==> config.mk <==
export PLATFORM = sky130hd
export DESIGN_NAME = free_span_from_exclusions_top
export DESIGN_NICKNAME = d
export VERILOG_FILES = /design/src/fse_pkg.sv /design/src/free_span_from_exclusions_top.sv /design/src/fse_regions.sv /design/src/fse_ctrl.sv
export VERILOG_INCLUDE_DIRS = /design/src /design/src/src
export SDC_FILE = /design/constraint.sdc
export NUM_CORES = 2
export LEC_CHECK = 0
export BUFFER_PORTS_ARGS = -buffer_cell sky130_fd_sc_hd__buf_2
export CORE_ASPECT_RATIO = 0.6
export CORE_MARGIN = 3
export CORE_UTILIZATION = 40
export DETAILED_ROUTE_END_ITERATION = 7
export GPL_TIMING_DRIVEN = 0
export SLEW_MARGIN = 20
export SYNTH_ARGS = -nofsm -noshare
export SYNTH_HDL_FRONTEND = slang
export SYNTH_SLANG_ARGS = --single-unit
==> constraint.sdc <==
create_clock -name clk -period 15.2 [get_ports clk]
set_input_delay 1.52 -clock clk [delete_from_list [all_inputs] [get_ports clk]]
set_output_delay 1.52 -clock clk [all_outputs]
set_load 0.05 [all_outputs]
==> src/free_span_from_exclusions_top_defines.svh <==
// Assertion macros shared by the span logic.
// Included by fse_ctrl, the module that carries concurrent checks; no other dependencies.
`ifndef FREE_SPAN_FROM_EXCLUSIONS_TOP_DEFINES_SVH
`define FREE_SPAN_FROM_EXCLUSIONS_TOP_DEFINES_SVH

// Same-cycle implication, checked out of reset.
`define FSE_ASSERT_NOW(label, ante, cons) \
	label: assert property (@(posedge clk) disable iff (!arst_n) (ante) |-> (cons)) \
		else $error("same-cycle check failed");

// Next-cycle implication, checked out of reset.
`define FSE_ASSERT_NEXT(label, ante, cons) \
	label: assert property (@(posedge clk) disable iff (!arst_n) (ante) |=> (cons)) \
		else $error("next-cycle check failed");

`endif

==> src/fse_pkg.sv <==
// Shared types, codes and sizes for the free span block.
// No dependencies; used by every module of the block.
package fse_pkg;

	localparam int MaxRegions = 16;
	localparam int CoordBits  = 24;
	localparam int IdxW       = $clog2(MaxRegions);
	localparam int CntW       = $clog2(MaxRegions + 1);
	localparam int UBits      = CoordBits - 1;

	localparam logic [1:0] CMD_CLEAR = 2'd0;
	localparam logic [1:0] CMD_ADD   = 2'd1;
	localparam logic [1:0] CMD_QUERY = 2'd2;

	localparam logic [1:0] STAT_SPAN = 2'd0;
	localparam logic [1:0] STAT_NONE = 2'd1;
	localparam logic [1:0] STAT_DONE = 2'd2;
	localparam logic [1:0] STAT_FULL = 2'd3;

	localparam logic CFG_WIDTH  = 1'b0;
	localparam logic CFG_HEIGHT = 1'b1;

	typedef struct packed {
		logic [1:0]                  command;
		logic signed [CoordBits-1:0] rect_left;
		logic signed [CoordBits-1:0] rect_top;
		logic signed [CoordBits-1:0] rect_wide;
		logic signed [CoordBits-1:0] rect_tall;
		logic signed [CoordBits-1:0] band_top;
	} item_t;

	typedef struct packed {
		logic [1:0]       status;
		logic [UBits-1:0] span_start;
		logic [UBits-1:0] span_width;
		logic             last;
	} result_t;

	// Clipped span of one stored region against the current band.
	typedef struct packed {
		logic             hit;
		logic [UBits-1:0] lo;
		logic [UBits-1:0] hi;
	} span_t;

	typedef enum logic [1:0] {
		ST_IDLE,
		ST_FILT,
		ST_SCAN,
		ST_FIN
	} state_t;

endpackage

==> src/free_span_from_exclusions_top.sv <==
// Top level: configuration registers, region store and query sequencer; uses fse_pkg,
// fse_regions and fse_ctrl. Clear, add and unused commands: one word the cycle after start.
// Query: a filter step per stored region, then repeated passes over the n clipped spans and
// a closing state; a query with a zero register gives one none word like the commands above.
// Words come at most one per pass and cannot be stalled; the last word comes in the first cycle busy is low.
// arst_n empties the store and zeroes both registers; no clearing pass is needed.
module free_span_from_exclusions_top (
	input  logic                      clk,
	input  logic                      arst_n,
	input  logic                      start,
	input  fse_pkg::item_t            item,
	output logic                      busy,
	output fse_pkg::result_t          result,
	output logic                      result_strobe,
	input  logic                      cfg_we,
	input  logic                      cfg_index,
	input  logic [fse_pkg::UBits-1:0] cfg_data
);
	logic [fse_pkg::UBits-1:0]            width_q, height_q;
	logic                                 accept, full;
	logic [fse_pkg::CntW-1:0]             count;
	logic [fse_pkg::IdxW-1:0]             rd_idx;
	logic signed [fse_pkg::CoordBits-1:0] band_y;
	fse_pkg::span_t                       span;

	assign accept = start && !busy;

	// Configuration registers.
	always_ff @(posedge clk or negedge arst_n) begin
		if (!arst_n) begin
			width_q  <= '0;
			height_q <= '0;
		end else if (cfg_we) begin
			if (cfg_index == fse_pkg::CFG_WIDTH) begin
				width_q <= cfg_data;
			end else begin
				height_q <= cfg_data;
			end
		end
	end

	fse_regions u_regions (
		.clk          (clk),
		.arst_n       (arst_n),
		.clear        (accept && item.command == fse_pkg::CMD_CLEAR),
		.add          (accept && item.command == fse_pkg::CMD_ADD),
		.item         (item),
		.rd_idx       (rd_idx),
		.band_y       (band_y),
		.band_height  (height_q),
		.layout_width (width_q),
		.count        (count),
		.full         (full),
		.span         (span)
	);

	fse_ctrl u_ctrl (
		.clk           (clk),
		.arst_n        (arst_n),
		.accept        (accept),
		.command       (item.command),
		.band_top      (item.band_top),
		.full          (full),
		.count         (count),
		.layout_width  (width_q),
		.band_height   (height_q),
		.span          (span),
		.rd_idx        (rd_idx),
		.band_y        (band_y),
		.busy          (busy),
		.result        (result),
		.result_strobe (result_strobe)
	);

endmodule

==> src/fse_regions.sv <==
// Region store with fill count, and the band filter and horizontal clip.
// Depends on fse_pkg.
module fse_regions (
	input  logic                                 clk,
	input  logic                                 arst_n,
	input  logic                                 clear,
	input  logic                                 add,
	input  fse_pkg::item_t                       item,
	input  logic [fse_pkg::IdxW-1:0]             rd_idx,
	input  logic signed [fse_pkg::CoordBits-1:0] band_y,
	input  logic [fse_pkg::UBits-1:0]            band_height,
	input  logic [fse_pkg::UBits-1:0]            layout_width,
	output logic [fse_pkg::CntW-1:0]             count,
	output logic                                 full,
	output fse_pkg::span_t                       span
);
	localparam int CB = fse_pkg::CoordBits;

	logic signed [CB-1:0] left_q [fse_pkg::MaxRegions];
	logic signed [CB-1:0] top_q  [fse_pkg::MaxRegions];
	logic signed [CB-1:0] wide_q [fse_pkg::MaxRegions];
	logic signed [CB-1:0] tall_q [fse_pkg::MaxRegions];
	logic [fse_pkg::CntW-1:0] count_q;

	logic signed [CB:0] bot, top_e, low_e, y_e, wid_e, sum, lo_s, hi_s;

	assign full  = (count_q == fse_pkg::CntW'(fse_pkg::MaxRegions));
	assign count = count_q;

	// Fill count; clear empties the store at once.
	always_ff @(posedge clk or negedge arst_n) begin
		if (!arst_n) begin
			count_q <= '0;
		end else if (clear) begin
			count_q <= '0;
		end else if (add && !full) begin
			count_q <= count_q + 1'b1;
		end
	end

	// Region words are written at the fill position.
	always_ff @(posedge clk) begin
		if (add && !full) begin
			left_q[count_q[fse_pkg::IdxW-1:0]] <= item.rect_left;
			top_q[count_q[fse_pkg::IdxW-1:0]]  <= item.rect_top;
			wide_q[count_q[fse_pkg::IdxW-1:0]] <= item.rect_wide;
			tall_q[count_q[fse_pkg::IdxW-1:0]] <= item.rect_tall;
		end
	end

	// Vertical overlap test on raw values, then clip to [0, layout_width].
	always_comb begin
		y_e   = (CB+1)'(band_y);
		bot   = y_e + $signed({2'b00, band_height});
		top_e = (CB+1)'(top_q[rd_idx]);
		low_e = top_e + (CB+1)'(tall_q[rd_idx]);
		wid_e = $signed({2'b00, layout_width});
		sum   = (CB+1)'(left_q[rd_idx]) + (CB+1)'(wide_q[rd_idx]);
		lo_s  = left_q[rd_idx][CB-1] ? '0 : (CB+1)'(left_q[rd_idx]);
		hi_s  = (sum > wid_e) ? wid_e : sum;
		span.hit = (top_e < bot) && (low_e > y_e) && (hi_s > lo_s);
		span.lo  = lo_s[fse_pkg::UBits-1:0];
		span.hi  = hi_s[fse_pkg::UBits-1:0];
	end

endmodule

==> src/fse_ctrl.sv <==
// Query sequencer: span scratch, repeated extend/min-search passes, result register.
// Depends on fse_pkg and the assertion macro header.
`include "free_span_from_exclusions_top_defines.svh"

module fse_ctrl (
	input  logic                                 clk,
	input  logic                                 arst_n,
	input  logic                                 accept,
	input  logic [1:0]                           command,
	input  logic signed [fse_pkg::CoordBits-1:0] band_top,
	input  logic                                 full,
	input  logic [fse_pkg::CntW-1:0]             count,
	input  logic [fse_pkg::UBits-1:0]            layout_width,
	input  logic [fse_pkg::UBits-1:0]            band_height,
	input  fse_pkg::span_t                       span,
	output logic [fse_pkg::IdxW-1:0]             rd_idx,
	output logic signed [fse_pkg::CoordBits-1:0] band_y,
	output logic                                 busy,
	output fse_pkg::result_t                     result,
	output logic                                 result_strobe
);
	localparam int UB = fse_pkg::UBits;

	fse_pkg::state_t state_q, state_n;

	logic [UB-1:0] lo_q [fse_pkg::MaxRegions];
	logic [UB-1:0] hi_q [fse_pkg::MaxRegions];

	logic [fse_pkg::IdxW-1:0] idx_q, idx_n;
	logic [fse_pkg::CntW-1:0] n_q, n_n;
	logic [UB-1:0]            cur_q, cur_n, minlo_q, minlo_n;
	logic                     chg_q, chg_n, minf_q, minf_n;
	logic                     pend_q, pend_n;
	logic [UB-1:0]            pst_q, pst_n, pwd_q, pwd_n;
	logic signed [fse_pkg::CoordBits-1:0] y_q;
	fse_pkg::result_t         res_q, res_n;
	logic                     strobe_q, strobe_n;

	logic          elem, ext, cand, pass_end, filt_end, wr_en;
	logic [UB-1:0] e_lo, e_hi, ecur;
	logic [1:0]    done_stat;

	assign rd_idx        = idx_q;
	assign band_y        = y_q;
	assign busy          = (state_q != fse_pkg::ST_IDLE);
	assign result        = res_q;
	assign result_strobe = strobe_q;

	// Element compare unit shared by every pass.
	always_comb begin
		elem     = (n_q != '0);
		e_lo     = lo_q[idx_q];
		e_hi     = hi_q[idx_q];
		ext      = elem && (e_lo <= cur_q) && (e_hi > cur_q);
		ecur     = ext ? e_hi : cur_q;
		cand     = elem && (e_lo > cur_q) && (!minf_q || e_lo < minlo_q);
		pass_end = !elem || ((fse_pkg::CntW'(idx_q) + 1'b1) == n_q);
		filt_end = (count == '0) || ((fse_pkg::CntW'(idx_q) + 1'b1) == count);
		wr_en    = (state_q == fse_pkg::ST_FILT) && (count != '0) && span.hit;
		done_stat = (command == fse_pkg::CMD_ADD && full) ?
			fse_pkg::STAT_FULL : fse_pkg::STAT_DONE;
	end

	// Next state.
	always_comb begin
		state_n = state_q;
		unique case (state_q)
			fse_pkg::ST_IDLE: begin
				if (accept && command == fse_pkg::CMD_QUERY &&
					layout_width != '0 && band_height != '0) begin
					state_n = fse_pkg::ST_FILT;
				end
			end
			fse_pkg::ST_FILT: begin
				if (filt_end) begin
					state_n = fse_pkg::ST_SCAN;
				end
			end
			fse_pkg::ST_SCAN: begin
				if (pass_end && !(chg_q || ext) && !(minf_q || cand)) begin
					if (cur_q < layout_width) begin
						state_n = fse_pkg::ST_FIN;
					end else begin
						state_n = fse_pkg::ST_IDLE;
					end
				end
			end
			fse_pkg::ST_FIN: begin
				state_n = fse_pkg::ST_IDLE;
			end
			default: state_n = fse_pkg::ST_IDLE;
		endcase
	end

	// Datapath updates and result words.
	always_comb begin
		idx_n    = idx_q;
		n_n      = n_q;
		cur_n    = cur_q;
		chg_n    = chg_q;
		minf_n   = minf_q;
		minlo_n  = minlo_q;
		pend_n   = pend_q;
		pst_n    = pst_q;
		pwd_n    = pwd_q;
		res_n    = res_q;
		strobe_n = 1'b0;
		unique case (state_q)
			fse_pkg::ST_IDLE: begin
				idx_n  = '0;
				n_n    = '0;
				cur_n  = '0;
				chg_n  = 1'b0;
				minf_n = 1'b0;
				pend_n = 1'b0;
				if (accept) begin
					if (command != fse_pkg::CMD_QUERY) begin
						strobe_n = 1'b1;
						res_n    = '{done_stat, '0, '0, 1'b1};
					end else if (layout_width == '0 || band_height == '0) begin
						strobe_n = 1'b1;
						res_n    = '{fse_pkg::STAT_NONE, '0, '0, 1'b1};
					end
				end
			end
			fse_pkg::ST_FILT: begin
				if (wr_en) begin
					n_n = n_q + 1'b1;
				end
				idx_n = filt_end ? '0 : idx_q + 1'b1;
			end
			fse_pkg::ST_SCAN: begin
				cur_n  = ecur;
				chg_n  = chg_q || ext;
				if (cand) begin
					minf_n  = 1'b1;
					minlo_n = e_lo;
				end
				idx_n = pass_end ? '0 : idx_q + 1'b1;
				if (pass_end) begin
					chg_n  = 1'b0;
					minf_n = 1'b0;
					if (!(chg_q || ext)) begin
						if (minf_q || cand) begin
							// Gap up to the nearest start right of the cover.
							strobe_n = pend_q;
							res_n    = '{fse_pkg::STAT_SPAN, pst_q, pwd_q, 1'b0};
							pend_n   = 1'b1;
							pst_n    = cur_q;
							pwd_n    = (cand ? e_lo : minlo_q) - cur_q;
							cur_n    = cand ? e_lo : minlo_q;
						end else if (cur_q < layout_width) begin
							strobe_n = pend_q;
							res_n    = '{fse_pkg::STAT_SPAN, pst_q, pwd_q, 1'b0};
							pend_n   = 1'b1;
							pst_n    = cur_q;
							pwd_n    = layout_width - cur_q;
						end else begin
							strobe_n = 1'b1;
							res_n    = pend_q ?
								'{fse_pkg::STAT_SPAN, pst_q, pwd_q, 1'b1} :
								'{fse_pkg::STAT_NONE, '0, '0, 1'b1};
						end
					end
				end
			end
			fse_pkg::ST_FIN: begin
				strobe_n = 1'b1;
				res_n    = '{fse_pkg::STAT_SPAN, pst_q, pwd_q, 1'b1};
				pend_n   = 1'b0;
			end
			default: ;
		endcase
	end

	// Control registers.
	always_ff @(posedge clk or negedge arst_n) begin
		if (!arst_n) begin
			state_q  <= fse_pkg::ST_IDLE;
			strobe_q <= 1'b0;
			pend_q   <= 1'b0;
			idx_q    <= '0;
			n_q      <= '0;
			chg_q    <= 1'b0;
			minf_q   <= 1'b0;
		end else begin
			state_q  <= state_n;
			strobe_q <= strobe_n;
			pend_q   <= pend_n;
			idx_q    <= idx_n;
			n_q      <= n_n;
			chg_q    <= chg_n;
			minf_q   <= minf_n;
		end
	end

	// Payload registers and span scratch.
	always_ff @(posedge clk) begin
		cur_q   <= cur_n;
		minlo_q <= minlo_n;
		pst_q   <= pst_n;
		pwd_q   <= pwd_n;
		res_q   <= res_n;
		if (state_q == fse_pkg::ST_IDLE && accept) begin
			y_q <= band_top;
		end
		if (wr_en) begin
			lo_q[n_q[fse_pkg::IdxW-1:0]] <= span.lo;
			hi_q[n_q[fse_pkg::IdxW-1:0]] <= span.hi;
		end
	end

	`FSE_ASSERT_NEXT(a_simple_one_word, accept && !busy && command != fse_pkg::CMD_QUERY, result_strobe && result.last)
	`FSE_ASSERT_NOW(a_span_nonempty, result_strobe && result.status == fse_pkg::STAT_SPAN, result.span_width != '0)
	`FSE_ASSERT_NOW(a_fin_has_pending, state_q == fse_pkg::ST_FIN, pend_q)
	`FSE_ASSERT_NOW(a_scratch_bound, state_q == fse_pkg::ST_SCAN, n_q <= count)

endmodule

==> impl_metrics.json <==
{
  "pin_count": 201,
  "dp_cells": 9110,
  "p_total_mw": 20.8,
  "slew_headroom": 0.162,
  "hold_class": "register to register",
  "ys_top_cells_by_area": "edfxtp_1 (70%), mux4_2 (15%), ha_1 (3.5%)",
  "r2r_cells": 45,
  "vias_per_cell": 5.96,
  "coreArea_um2": 258000,
  "hpwlAfterDp_um": 227000,
  "wl_um": 311000,
  "crit_fanout": 17,
  "power.leakage_nw": 39.7,
  "numCtsBuffers": 221,
  "r2r_start": "u_ctrl.rd_idx[1]",
  "final_max_slew_viol_count": 0,
  "fin_crit_sh": 0.954,
  "critPathCaptureType": "register",
  "initial_core_util": 0.405,
  "htreeDepth": 4,
  "synth_edf_count": 2437,
  "die_h_um": 402,
  "worstMarginPinSlew_ps": 1240,
  "antenna_found_initial": 54,
  "crit_buf_inv": 16,
  "synth_xor_area_frac": 0.00804,
  "grt_pass1_vias": 54400,
  "multi_input_area_um2": 28600,
  "synth_nets": 5703,
  "powerDensity_nw_per_um2": 172,
  "clock_tree.buffer_depth": 4,
  "cts_tree": "built",
  "grt_pass1_wl_um": 433000,
  "synthAdderAreaFrac": 0.0360,
  "rows": 144,
  "ys_async_sr_fraction": 0.0264,
  "crit_arrival_ps": 15100,
  "setup-tns-final_ps": 0,
  "crit_path_top_delay_cell": "clkdlybuf4s15_1",
  "synth_ff_type": "edfxtp_1",
  "synth_top_family_by_area": "multiplexers",
  "path_clk_slew_ps": 70,
  "clk_latency_ps": 910,
  "synth-simple-area-share": 0.0274,
  "area_growth_pct": 15.7,
  "syn_area_per_cell_um2": 19.9,
  "yosysSeqAreaShare": 0.715,
  "final_cells": 9523,
  "die_area_um2": 268000,
  "num-fill-cells": 21400,
  "hold_viol_final": 0,
  "ctsHoldBuffers": 0,
  "register_area_um2": 74800,
  "ant_nets": 0,
  "cap_violations": 0,
  "r2r_end": "u_ctrl.hi_q[0][17]",
  "yosysWarnings": 0,
  "final_util": 0.468,
  "track_usage": 0.230,
  "drt_iter0_drc": 8719,
  "critPathKind": "register to register",
  "start_kind": "register",
  "synth_most_common_cell": "edfxtp_1",
  "gp_congestion": 0.934,
  "io_buffers": 200,
  "worstSetupEndpoint": "u_ctrl.hi_q[0][17]",
  "max_freq_mhz": 68.9,
  "final_nets": 6353,
  "clock_sinks": 2503,
  "cp_data_required_time_ps": 15790,
  "rrSetupSlack_ps": 690,
  "setup_viol": 0,
  "dr.pass1.iters": 6,
  "period_minus_slack_ps": 14510,
  "status": "complete, no violations",
  "cpLargestDelayFamily": "buffers and inverters",
  "synth_seq_cells": 2503,
  "synth_cells": 5255,
  "synth_top_area_frac": 0.699,
  "slowest_delay_ps": 860,
  "crit_cells": 45,
  "netlist_area_um2": 105000,
  "ir_drop_mv": 0.199,
  "synthMuxAreaShare": 0.160,
  "grt_max_degree": 57,
  "yosysTopAreaCell": "edfxtp_1",
  "cts_root_buffer": "clkbuf_16",
  "grt_overflow": 0,
  "die_x_um": 666,
  "crit_start": "u_ctrl.rd_idx[1]",
  "routedWlPerCell_um": 32.6,
  "vias": 56800,
  "drcViolationCount": 0,
  "drive_above_1_share": 0.273,
  "whs_ps": 461,
  "skew_ps": 91.6,
  "netlist_top_cells_count": "edfxtp_1 (2,437), mux4_2 (694), ha_1 (293)",
  "synth.distinct_cells": 76,
  "synth_compound_area_frac": 0.0387
}
==> registers in the layout (all words and copies together) (netlist names), 2 cells and up <==
register and count:
u_regions.top_q 384, u_ctrl.hi_q 368, u_regions.count 5, width_q 23, height_q 23, u_regions.left_q 384
u_ctrl.state_q 2, u_ctrl.result 49, u_ctrl.pst_q 23, u_ctrl.pwd_q 23, u_regions.tall_q 384, u_ctrl.minlo_q 23
u_ctrl.cur_q 23, u_ctrl.n_q 5, u_ctrl.band_y 24, u_regions.wide_q 384, u_ctrl.lo_q 368, u_ctrl.rd_idx 4
==> through the flow <==
step / area (µm²) / setup WS [ps]
after floorplan: 105000 / 2020
after detailed placement: 114000 / -1130
after global routing: 121000 / -17.4
final: 121000 / 692
after global placement: 110000 / -7250
after CTS: 121000 / 47.7
==> cell type report <==
type,instances,share of cell area
Clock inverter,131,0.0108
Sequential cell,2503,0.618
Inverter,172,0.00536
Timing Repair Buffer,430,0.0383
Clock buffer,265,0.0475
Multi-Input combinational cell,2368,0.236
Tap cell,3431,0.0355
Antenna cell,14,0.000289
Buffer,209,0.00799
==> routing by layer <==
metal / GRT usage / wire length [µm] / vias up
met5: 0 / 13 / -
met4: 0.0390 / 5090 / 2
met3: 0.0611 / 36400 / 332
met2: 0.309 / 127000 / 3071
met1: 0.373 / 142000 / 30300
li1: - / - / 23100
==> report_power, final <==
| part | internal [mW] | switching, mW |
|---|---|---|
| clock | 3.07 | 2.55 |
| combinational | 2.37 | 4.25 |
| sequential | 8.43 | 0.170 |
==> worst min-delay path by stage <==
stage / startpoint / end / slack [ps] / cells after the start
after global routing: arst_n / u_ctrl.result_strobe / 460 / 1
after CTS: arst_n / u_ctrl.result_strobe / 450 / 1
after floorplan: u_ctrl.cur_q[10] / u_ctrl.pst_q[10] / 430 / 0
after detailed placement: u_ctrl.cur_q[16] / u_ctrl.pst_q[16] / 440 / 0
after global placement: u_ctrl.cur_q[13] / u_ctrl.pst_q[13] / 440 / 0
final: u_ctrl.cur_q[16] / u_ctrl.pst_q[16] / 460 / 0
==> worst register-to-register path: cells and delay by family (launching register included) <==
family                   cells  cell delay (ps)
AND/OR/NAND/NOR              9             2180
multiplexers                 3             1590
XOR/XNOR                     1              280
flip-flops                   1              350
AO/OA/AOI/OAI               13             3660
adder cells (fa/ha/maj)      3             1080
buffers and inverters       16             5100
==> repair_timing <==
action | in CTS | in global routing
setup endpoints to repair | 382 | 234
hold endpoints to repair | 0 | 0
pin swaps | 1 | 1
setup buffers | 1 | 3
resized for setup | 8 | 17
==> placed cells by master, fill, tap and decap left out, drive strengths merged, types with 14 or more instances in the layout <==
cell type | Yosys | layout
o21ai | 149 | 149
and3 | 15 | 15
bufinv | 0 | 22
edfxtp | 2437 | 2437
nor3 | 41 | 41
a211oi | 40 | 40
o211a | 25 | 25
nor4 | 16 | 16
ha | 293 | 293
xnor2 | 53 | 53
mux4 | 700 | 700
nand4 | 45 | 45
xor2 | 43 | 43
mux2i | 22 | 22
dfrtp | 66 | 66
nor2b | 38 | 38
mux2 | 67 | 67
o211ai | 27 | 27
a21oi | 119 | 119
a21o | 78 | 78
buf | 103 | 514
inv | 172 | 181
diode | 0 | 14
nand3 | 50 | 50
a21boi | 49 | 49
clkbuf | 109 | 387
o21a | 25 | 25
nor2 | 132 | 132
nand2 | 138 | 138
clkinv | 0 | 87
nand2b | 52 | 52
==> cell families (layout without fill, tap and decap cells) <==
| family | Yosys count | after routing |
|---|---|---|
| mux | 789 | 789 |
| simple gates | 576 | 576 |
| compound gates | 609 | 609 |
| xor+xnor | 96 | 96 |
| buf+inv | 384 | 1207 |
| fa+ha+maj | 298 | 298 |
| flops | 2503 | 2503 |
| other cells | 0 | 14 |
Note: power is estimated with default switching activity, not from simulation.
